### config.mk
export PLATFORM = sky130hd
export DESIGN_NAME = arm_unwind_opcode_interpreter
export DESIGN_NICKNAME = d
export VERILOG_FILES = /design/src/hdl/auoi_pkg.sv /design/src/hdl/arm_unwind_opcode_interpreter.sv /design/src/hdl/auoi_ctrl.sv /design/src/hdl/auoi_dp.sv
export SDC_FILE = /design/constraint.sdc
export NUM_CORES = 2
export LEC_CHECK = 0
export BUFFER_PORTS_ARGS = -buffer_cell sky130_fd_sc_hd__buf_2
export CELL_PAD_IN_SITES_DETAIL_PLACEMENT = 2
export CELL_PAD_IN_SITES_GLOBAL_PLACEMENT = 2
export CORE_MARGIN = 5
export CORE_UTILIZATION = 35
export CTS_BUF_LIST = sky130_fd_sc_hd__clkbuf_2
export CTS_CLUSTER_DIAMETER = 30
export DETAILED_ROUTE_END_ITERATION = 6
export GPL_TIMING_DRIVEN = 0
export PLACE_DENSITY = 0.72
export SLEW_MARGIN = 30
export SYNTH_ARGS = -nofsm -noshare
export SYNTH_HDL_FRONTEND = slang
export SYNTH_SLANG_ARGS = --single-unit
export TNS_END_PERCENT = 1
### constraint.sdc
create_clock -name clock -period 14 [get_ports clock]
set_clock_uncertainty 0.2 [all_clocks]
set_input_delay 2.1 -clock clock [delete_from_list [all_inputs] [get_ports clock]]
set_output_delay 2.1 -clock clock [all_outputs]
set_load 0.05 [all_outputs]
### src/hdl/auoi_pkg.sv
// Shared types and constants for the unwind opcode interpreter.
package auoi_pkg;

   localparam logic [1:0] OP_START = 2'd0;
   localparam logic [1:0] OP_WRITE = 2'd1;
   localparam logic [1:0] OP_BYTE  = 2'd2;
   localparam logic [1:0] OP_UNDEF = 2'd3;

   localparam logic [2:0] ST_OK       = 3'd0;
   localparam logic [2:0] ST_FINISHED = 3'd1;
   localparam logic [2:0] ST_REFUSE   = 3'd2;
   localparam logic [2:0] ST_FORMAT   = 3'd3;
   localparam logic [2:0] ST_TRUNC    = 3'd4;
   localparam logic [2:0] ST_IGNORED  = 3'd5;

   localparam logic [7:0] OPC_FINISH = 8'hb0;
   localparam logic [31:0] ULEB_BIAS = 32'h204;

   localparam logic [3:0] REG_SP = 4'd13;
   localparam logic [3:0] REG_LR = 4'd14;

   // command from controller to datapath
   typedef struct packed {
      logic        load;      // take new input word into datapath
      logic        exec;      // run decode of the held word, commit state
      logic        pop;       // emit pop of lowest pending mask bit
      logic        emit_stat; // present status word
   } cmd_type;

   typedef struct packed {
      logic        mask_empty; // no pops left
   } stat_type;

endpackage

### src/hdl/arm_unwind_opcode_interpreter.sv
// Top level of the unwind opcode interpreter.
// Each accepted word is decoded and executed, then one pop word is sent per pending mask bit, then the status word.
// A new word is accepted only after the status word of the previous one has been taken.
// The pop count (0 to 12) is set by the serial pop mask walk in the datapath.
// Synchronous reset: stack pointer and registers zero, frame marked done.
module arm_unwind_opcode_interpreter (
   input  logic        clock,
   input  logic        reset,
   input  logic        req_tvalid,
   output logic        req_tready,
   input  logic [47:0] req_tdata,  // operation[1:0], reg_index[5:2], value[37:6],
                                   // opcode_byte[45:38], zero pad
   input  logic        req_tlast,  // last_byte
   output logic        rsp_tvalid,
   input  logic        rsp_tready,
   output logic [71:0] rsp_tdata,  // pop_register[3:0], pop_address[35:4],
                                   // stack_pointer[67:36], status[70:68], pc_popped[71]
   output logic        rsp_tuser,  // kind
   output logic        rsp_tlast   // last
);
   auoi_pkg::cmd_type  cmd;
   auoi_pkg::stat_type stat;
   logic        kind, pc, lst;
   logic [3:0]  rg;
   logic [31:0] addr, sp;
   logic [2:0]  st;

   auoi_ctrl u_ctrl (
      .clock(clock), .reset(reset),
      .req_tvalid(req_tvalid), .req_tready(req_tready),
      .rsp_tvalid(rsp_tvalid), .rsp_tready(rsp_tready),
      .cmd(cmd), .stat(stat)
   );

   auoi_dp u_dp (
      .clock(clock), .reset(reset),
      .in_op(req_tdata[1:0]), .in_reg(req_tdata[5:2]), .in_value(req_tdata[37:6]),
      .in_byte(req_tdata[45:38]), .in_last(req_tlast),
      .cmd(cmd), .stat(stat),
      .rsp_kind(kind), .rsp_reg(rg), .rsp_addr(addr), .rsp_sp(sp),
      .rsp_status(st), .rsp_pc(pc), .rsp_last(lst)
   );

   assign rsp_tdata = {pc, st, sp, addr, rg};
   assign rsp_tuser = kind;
   assign rsp_tlast = lst;
endmodule

### src/hdl/auoi_ctrl.sv
// Controller: sequences load, execute, pops and status output.
module auoi_ctrl (
   input  logic               clock,
   input  logic               reset,
   input  logic               req_tvalid,
   output logic               req_tready,
   output logic               rsp_tvalid,
   input  logic               rsp_tready,
   output auoi_pkg::cmd_type  cmd,
   input  auoi_pkg::stat_type stat
);
   localparam logic [1:0] S_IDLE = 2'd0;
   localparam logic [1:0] S_EXEC = 2'd1;
   localparam logic [1:0] S_POP  = 2'd2;
   localparam logic [1:0] S_STAT = 2'd3;

   logic [1:0] state_ff, state_in;

   always_ff @(posedge clock) begin
      if (reset) state_ff <= S_IDLE;
      else state_ff <= state_in;
   end

   assign req_tready = (state_ff == S_IDLE);
   assign rsp_tvalid = ((state_ff == S_POP) && !stat.mask_empty) || (state_ff == S_STAT);

   always_comb begin
      state_in = state_ff;
      cmd = '0;
      case (state_ff)
         S_IDLE: begin
            cmd.load = req_tvalid;
            if (req_tvalid) state_in = S_EXEC;
         end
         S_EXEC: begin
            cmd.exec = 1'b1;
            state_in = S_POP;
         end
         S_POP: begin
            if (stat.mask_empty) begin
               state_in = S_STAT;
            end else if (rsp_tready) begin
               cmd.pop = 1'b1;
            end
         end
         S_STAT: begin
            cmd.emit_stat = 1'b1;
            if (rsp_tready) state_in = S_IDLE;
         end
         default: state_in = S_IDLE;
      endcase
   end
endmodule

### src/hdl/auoi_dp.sv
// Datapath: unwind state, opcode decode and pop address generation.
module auoi_dp (
   input  logic               clock,
   input  logic               reset,
   input  logic [1:0]         in_op,
   input  logic [3:0]         in_reg,
   input  logic [31:0]        in_value,
   input  logic [7:0]         in_byte,
   input  logic               in_last,
   input  auoi_pkg::cmd_type  cmd,
   output auoi_pkg::stat_type stat,
   output logic               rsp_kind,
   output logic [3:0]         rsp_reg,
   output logic [31:0]        rsp_addr,
   output logic [31:0]        rsp_sp,
   output logic [2:0]         rsp_status,
   output logic               rsp_pc,
   output logic               rsp_last
);
   logic [1:0]  op_ff;
   logic [3:0]  ri_ff;
   logic [31:0] val_ff;
   logic [7:0]  b_ff;
   logic        lastb_ff;

   logic [31:0] sp_ff, sp_in;
   logic [31:0] rf_ff [16];
   logic [7:0]  pend_ff, pend_in;
   logic        pv_ff, pv_in;
   logic [31:0] ul_ff, ul_in;
   logic [5:0]  sh_ff, sh_in;
   logic        r13_ff, r13_in;
   logic        pc_ff, pc_in;
   logic        done_ff, done_in;
   logic [15:0] mask_ff, mask_in;
   logic [2:0]  st_ff, st_in;

   logic [3:0]  low_idx;
   logic [31:0] spw;
   logic [11:0] m12;
   logic [2:0]  s;
   logic [31:0] sh7;

   always_comb begin
      low_idx = '0;
      for (int i = 15; i >= 0; i--) begin
         if (mask_ff[i]) low_idx = 4'(i);
      end
   end

   assign stat.mask_empty = (mask_ff == '0);

   always_ff @(posedge clock) begin
      if (cmd.load) begin
         op_ff <= in_op;
         ri_ff <= in_reg;
         val_ff <= in_value;
         b_ff <= in_byte;
         lastb_ff <= in_last;
      end
      if (reset) begin
         for (int i = 0; i < 16; i++) rf_ff[i] <= '0;
      end else if (cmd.exec && op_ff == auoi_pkg::OP_WRITE) begin
         rf_ff[ri_ff] <= val_ff;
      end
   end

   always_comb begin
      sp_in = sp_ff; pend_in = pend_ff; pv_in = pv_ff; ul_in = ul_ff; sh_in = sh_ff;
      r13_in = r13_ff; pc_in = pc_ff; done_in = done_ff; mask_in = mask_ff; st_in = st_ff;
      spw = r13_ff ? rf_ff[auoi_pkg::REG_SP] : sp_ff;
      m12 = {pend_ff[3:0], b_ff};
      s = auoi_pkg::ST_OK;
      sh7 = 32'({b_ff[6:0]}) << sh_ff[4:0];
      if (cmd.pop) begin
         mask_in[low_idx] = 1'b0;
         sp_in = sp_ff + 32'd4;
      end else if (cmd.exec) begin
         case (op_ff)
            auoi_pkg::OP_START: begin
               sp_in = val_ff; pend_in = '0; pv_in = 1'b0; ul_in = '0; sh_in = '0;
               r13_in = 1'b0; pc_in = 1'b0; done_in = 1'b0; st_in = auoi_pkg::ST_OK;
            end
            auoi_pkg::OP_WRITE: begin
               if (ri_ff == auoi_pkg::REG_SP && r13_ff) begin
                  sp_in = val_ff; r13_in = 1'b0;
               end
               st_in = auoi_pkg::ST_OK;
            end
            auoi_pkg::OP_UNDEF: st_in = auoi_pkg::ST_FORMAT;
            default: begin
               if (done_ff) begin
                  st_in = auoi_pkg::ST_IGNORED;
               end else begin
                  r13_in = 1'b0;
                  sp_in = spw;
                  if (pv_ff) begin
                     pv_in = 1'b0;
                     if (pend_ff[7:4] == 4'h8) begin
                        if (m12 == '0) s = auoi_pkg::ST_REFUSE;
                        else begin
                           if (m12[11]) pc_in = 1'b1;
                           if (m12[9]) r13_in = 1'b1;
                           mask_in = {m12, 4'b0};
                        end
                     end else begin
                        case (pend_ff)
                           8'hb1: begin
                              if (b_ff == 8'd0 || b_ff[7:4] != 4'd0) s = auoi_pkg::ST_FORMAT;
                              else mask_in = {12'd0, b_ff[3:0]};
                           end
                           8'hb2: begin
                              if (sh_ff < 6'd32) begin
                                 ul_in = ul_ff | sh7;
                                 sh_in = sh_ff + 6'd7;
                              end
                              if (b_ff[7]) pv_in = 1'b1;
                              else begin
                                 sp_in = spw + auoi_pkg::ULEB_BIAS + {ul_in[29:0], 2'b00};
                                 ul_in = '0; sh_in = '0;
                              end
                           end
                           8'hb3: sp_in = spw + {25'd0, 4'(b_ff[3:0] + 4'd0), 3'b0}
                                    + 32'd12;
                           8'hc6, 8'hc8, 8'hc9:
                              sp_in = spw + {25'd0, b_ff[3:0], 3'b0} + 32'd8;
                           8'hc7: begin
                              if (b_ff == 8'd0 || b_ff[7:4] != 4'd0) s = auoi_pkg::ST_FORMAT;
                              else sp_in = spw + {27'd0, {2'd0, b_ff[0]} + {2'd0, b_ff[1]}
                                          + {2'd0, b_ff[2]} + {2'd0, b_ff[3]}, 2'b00};
                           end
                           default: s = auoi_pkg::ST_FORMAT;
                        endcase
                     end
                  end else if (b_ff[7:4] == 4'h8 || b_ff == 8'hb1 || b_ff == 8'hb2 ||
                               b_ff == 8'hb3 || b_ff == 8'hc6 || b_ff == 8'hc7 ||
                               b_ff == 8'hc8 || b_ff == 8'hc9) begin
                     pend_in = b_ff; pv_in = 1'b1; ul_in = '0; sh_in = '0;
                  end else begin
                     case (b_ff[7:6])
                        2'd0: sp_in = spw + {24'd0, b_ff[5:0], 2'b00} + 32'd4;
                        2'd1: sp_in = spw - {24'd0, b_ff[5:0], 2'b00} - 32'd4;
                        2'd2: begin
                           if (b_ff[7:4] == 4'h9) begin
                              if (b_ff[3:0] == 4'd13 || b_ff[3:0] == 4'd15)
                                 s = auoi_pkg::ST_FORMAT;
                              else sp_in = rf_ff[b_ff[3:0]];
                           end else if (b_ff[7:4] == 4'ha) begin
                              mask_in = '0;
                              for (int i = 0; i < 8; i++) begin
                                 if (i <= int'(b_ff[2:0])) mask_in[4 + i] = 1'b1;
                              end
                              mask_in[auoi_pkg::REG_LR] = b_ff[3];
                           end else if (b_ff == auoi_pkg::OPC_FINISH) begin
                              s = auoi_pkg::ST_FINISHED;
                           end else if (b_ff[7:3] == 5'b10111) begin
                              sp_in = spw + {26'd0, b_ff[2:0], 3'b0} + 32'd12;
                           end else s = auoi_pkg::ST_FORMAT;
                        end
                        default: begin
                           if (b_ff[7:3] == 5'b11000 || b_ff[7:3] == 5'b11010)
                              sp_in = spw + {26'd0, b_ff[2:0], 3'b0} + 32'd8;
                           else s = auoi_pkg::ST_FORMAT;
                        end
                     endcase
                  end
                  if (s == auoi_pkg::ST_OK && lastb_ff)
                     s = pv_in ? auoi_pkg::ST_TRUNC : auoi_pkg::ST_FINISHED;
                  if (s != auoi_pkg::ST_OK) begin
                     done_in = 1'b1; pv_in = 1'b0; pend_in = '0; ul_in = '0; sh_in = '0;
                  end
                  st_in = s;
               end
            end
         endcase
      end
   end

   always_ff @(posedge clock) begin
      if (reset) begin
         sp_ff <= '0; pend_ff <= '0; pv_ff <= 1'b0; ul_ff <= '0; sh_ff <= '0;
         r13_ff <= 1'b0; pc_ff <= 1'b0; done_ff <= 1'b1; mask_ff <= '0; st_ff <= '0;
      end else begin
         sp_ff <= sp_in; pend_ff <= pend_in; pv_ff <= pv_in; ul_ff <= ul_in; sh_ff <= sh_in;
         r13_ff <= r13_in; pc_ff <= pc_in; done_ff <= done_in; mask_ff <= mask_in;
         st_ff <= st_in;
      end
   end

   assign rsp_kind   = cmd.emit_stat;
   assign rsp_reg    = cmd.emit_stat ? 4'd0 : low_idx;
   assign rsp_addr   = cmd.emit_stat ? 32'd0 : sp_ff;
   assign rsp_sp     = cmd.emit_stat ? sp_ff : sp_ff + 32'd4;
   assign rsp_status = cmd.emit_stat ? st_ff : auoi_pkg::ST_OK;
   assign rsp_pc     = pc_ff;
   assign rsp_last   = cmd.emit_stat;
endmodule

==> out/results.ini <==
[outcome]
run_status=finished with violations
violations=design-rule violations

[sta]
tightest_slew_ps=1130
min_period_over_period_pct=66.8
max_freq_ghz=0.107
slew_headroom_pct=23.7
rsz0062_at_grt=false
hold_viol_final=0
setup_viol_count_final=0
setup_ws_ps=4650
min_period_ps=9350
final_max_slew_viol_count=0
tns_ps=0

[critical_path]
start_kind=flip-flop
crit_required_ps=15260
path_max_fanout=10
cp.arrival_ps=10610
end_kind=flip-flop
crit_type=flip-flop to flip-flop
reg2reg_slack_ps=4650

[yosys]
synth-compound-area-share_pct=13.9
ys_seq_elements=664
yosys_warnings=0
synth_top_family_by_area=simple AND/OR/NAND/NOR gates
ys_seq_area_share_pct=44.6
netlist_area_um2=42400
netlist_top_cells_area=edfxtp_1 (40%), mux4_2 (8.6%), and2_1 (6.5%)
synthAdderAreaFrac_pct=3.31
muxShareOfSynthArea_pct=9.87
synth_fp_nets=4271
synth_xor_area_share_pct=4.02
yosys.area_share.simple_pct=20.3
synth.distinct_cells=101
synth_top_area_share_pct=39.6
synth_edf_count=559
avgSynthCellArea_um2=10.3
ys.flop_type=edfxtp_1
synth_top_area_cell=edfxtp_1
netlist_instances=4109
async_reset_ff_share_pct=0

[route]
wirelength_um=235000
drc=2
ant_nets=0
via_count=40000
routedWlPerCell_um=37.6
routed_via_density=6.41
drtPass1Iterations=7
drt_iter0_drc=4514

[global_route]
grtUsageMet1_pct=41.6
top_usage_layer=met2
grt_pass1_wl_um=323000
grt_antenna_before_repair=16
grt_util_met3_pct=8.19
grt_max_degree=53
grt_usage_pct=35.9
gr-total-overflow=0
grt.met2_usage_pct=58.2
grt_pass1_vias=41800

[clocking]
clock-sinks=664
clkTransAtPathRegs_ps=90
cts_htree_levels=4
cts_buffer_depth=3
clock-root-buffer=clkbuf_2
cts_buffers=197
hold_buffers=0
cts_tree=done
insertion_delay_ps=1790
cts_resized=0
post_cts_buffers=0

[place]
dpl.hpwl_um=181000
finalWeightedCongestion=1.01
place_ws_ps=4820
dp_cells=5889
io_buffer_count=126

[final_layout]
regArea_um2=18900
final-instance-count-excl-fill=6244
drive_above_1_share_pct=17.2
multiInputGateArea_um2=22100
nNetsFinal=4638
syn2layout_area_growth_pct=13.5
final_common_cell=edfxtp_1
fillers=13100
layout_common_cells=edfxtp_1 (559), and2_1 (442), clkbuf_2 (296)

[power]
p_per_area_nw_per_um2=138
vdd_drop_max_uv=94.9
leakage_nw=17.4

[floorplanning]
core_area_um2=120000
die_w_um=358
core.rowCount=127
start_util_pct=35.3
ios=129
die_y_um=358
fp.dieArea_um2=128000

[worst_hold_path]
hold_path.class=flip-flop to flip-flop

[flow_run]
max-cap-violations=0

## power by group
part	total [mW]	internal [mW]	switching [mW]	leakage, nW
combinational	2.70	0.830	1.87	9.49
clock	1.58	0.571	1.01	1.34
sequential	2.39	2.26	0.129	6.58
## Yosys cell counts (14+ instances only)
library cell / n
edfxtp_1: 559
and2_1: 442
nor2_1: 262
clkbuf_1: 260
a21oi_1: 259
nand2_1: 246
o21ai_0: 174
mux4_2: 161
nor3_1: 161
nand3_1: 135
xnor2_1: 126
dfxtp_1: 105
ha_1: 104
inv_1: 85
nor4_1: 63
xor2_1: 63
a21o_1: 51
nand4_1: 49
mux2i_1: 46
nor2b_1: 46
buf_1: 40
a211oi_1: 38
o211ai_1: 34
nor3b_1: 33
o221ai_1: 33
a31oi_1: 32
a221oi_1: 30
or3_1: 30
o22ai_1: 28
nand2b_1: 27
o31ai_1: 24
or2_2: 21
or4_1: 20
clkinv_1: 18
o21bai_1: 16
and3_1: 15
nand3b_1: 15
a311oi_1: 14
## layout make-up
| type | count | share of cell area, % |
|---|---|---|
| multi-input combinational | 3015 | 46.0 |
| sequential | 664 | 39.3 |
| tap | 1612 | 4.19 |
| timing repair buffer | 168 | 3.16 |
| clock buffer | 271 | 2.82 |
| buffer | 322 | 2.81 |
| clock inverter | 71 | 0.876 |
| inverter | 108 | 0.853 |
| antenna | 13 | 0.0676 |
## path summary, 6_finish.rpt
path | end | startpoint | cells after the start
setup / recovery | u_dp.sp_ff[27]$_SDFFE_PP0P_ | u_dp.r13_ff$_SDFFE_PP0P_ | 21
setup reg to reg | u_dp.sp_ff[27]$_SDFFE_PP0P_ | u_dp.r13_ff$_SDFFE_PP0P_ | 21
hold / removal | u_dp.st_ff[1]$_SDFFE_PP0P_ | u_dp.st_ff[1]$_SDFFE_PP0P_ | 2
hold reg to reg | u_dp.st_ff[1]$_SDFFE_PP0P_ | u_dp.st_ff[1]$_SDFFE_PP0P_ | 2
## worst max-delay path: stages (launching register included)
cell,delay (ps)
dfxtp_1,640
buf_6,230
buf_12,150
buf_12,140
buf_2,340
buf_2,410
buf_4,320
mux2i_1,870
inv_1,430
ha_1,570
nand2b_1,170
a21oi_1,620
nand3_1,500
xnor2_1,720
nand3_1,410
or4_1,570
buf_2,230
nor4_2,370
xor2_1,120
a221oi_1,860
a311oi_1,110
a31o_1,230
## cell families (layout without fill, tap and decap cells)
| kind of cell | count (synthesis) | in the layout |
|---|---|---|
| multiplexers | 215 | 215 |
| AND/OR/NAND/NOR | 1603 | 1603 |
| AO/OA/AOI/OAI | 896 | 896 |
| other | 0 | 13 |
| XOR/XNOR | 192 | 192 |
| buffers and inverters | 430 | 940 |
| adder cells (fa/ha/maj) | 109 | 109 |
| flip-flops | 664 | 664 |
## routing by layer
layer | share of wire [%] | vias up
met1 | 37 | 20400
met2 | 46 | 2506
li1 | - | 16300
met3 | 8.7 | 760
met4 | 8.9 | 8
met5 | 0.020 | -
## flip-flops by register name, summed over array words and instances, names as in the netlist, named ones only
register	flops
u_ctrl.state_ff	2
u_dp.b_ff	8
u_dp.done_ff	1
u_dp.lastb_ff	1
u_dp.mask_ff	16
u_dp.op_ff	2
u_dp.pend_ff	8
u_dp.pv_ff	1
u_dp.r13_ff	1
u_dp.rf_ff	512
u_dp.ri_ff	4
u_dp.rsp_pc	1
u_dp.sh_ff	6
u_dp.sp_ff	32
u_dp.st_ff	3
u_dp.ul_ff	30
u_dp.val_ff	32
## stage by stage
stage	hold slack (ps)	instance area [µm²]	utilization, %	power, mW
3_3_place_gp	261	45000	37.5	4.90
5_1_grt	272	48100	40.0	6.84
4_1_cts	231	48100	40.0	6.59
2_1_floorplan	241	42400	-	3.83
3_5_place_dp	274	46300	38.5	5.03
6_report	274	48100	40.1	6.66
(Power assumes the default switching activity.)
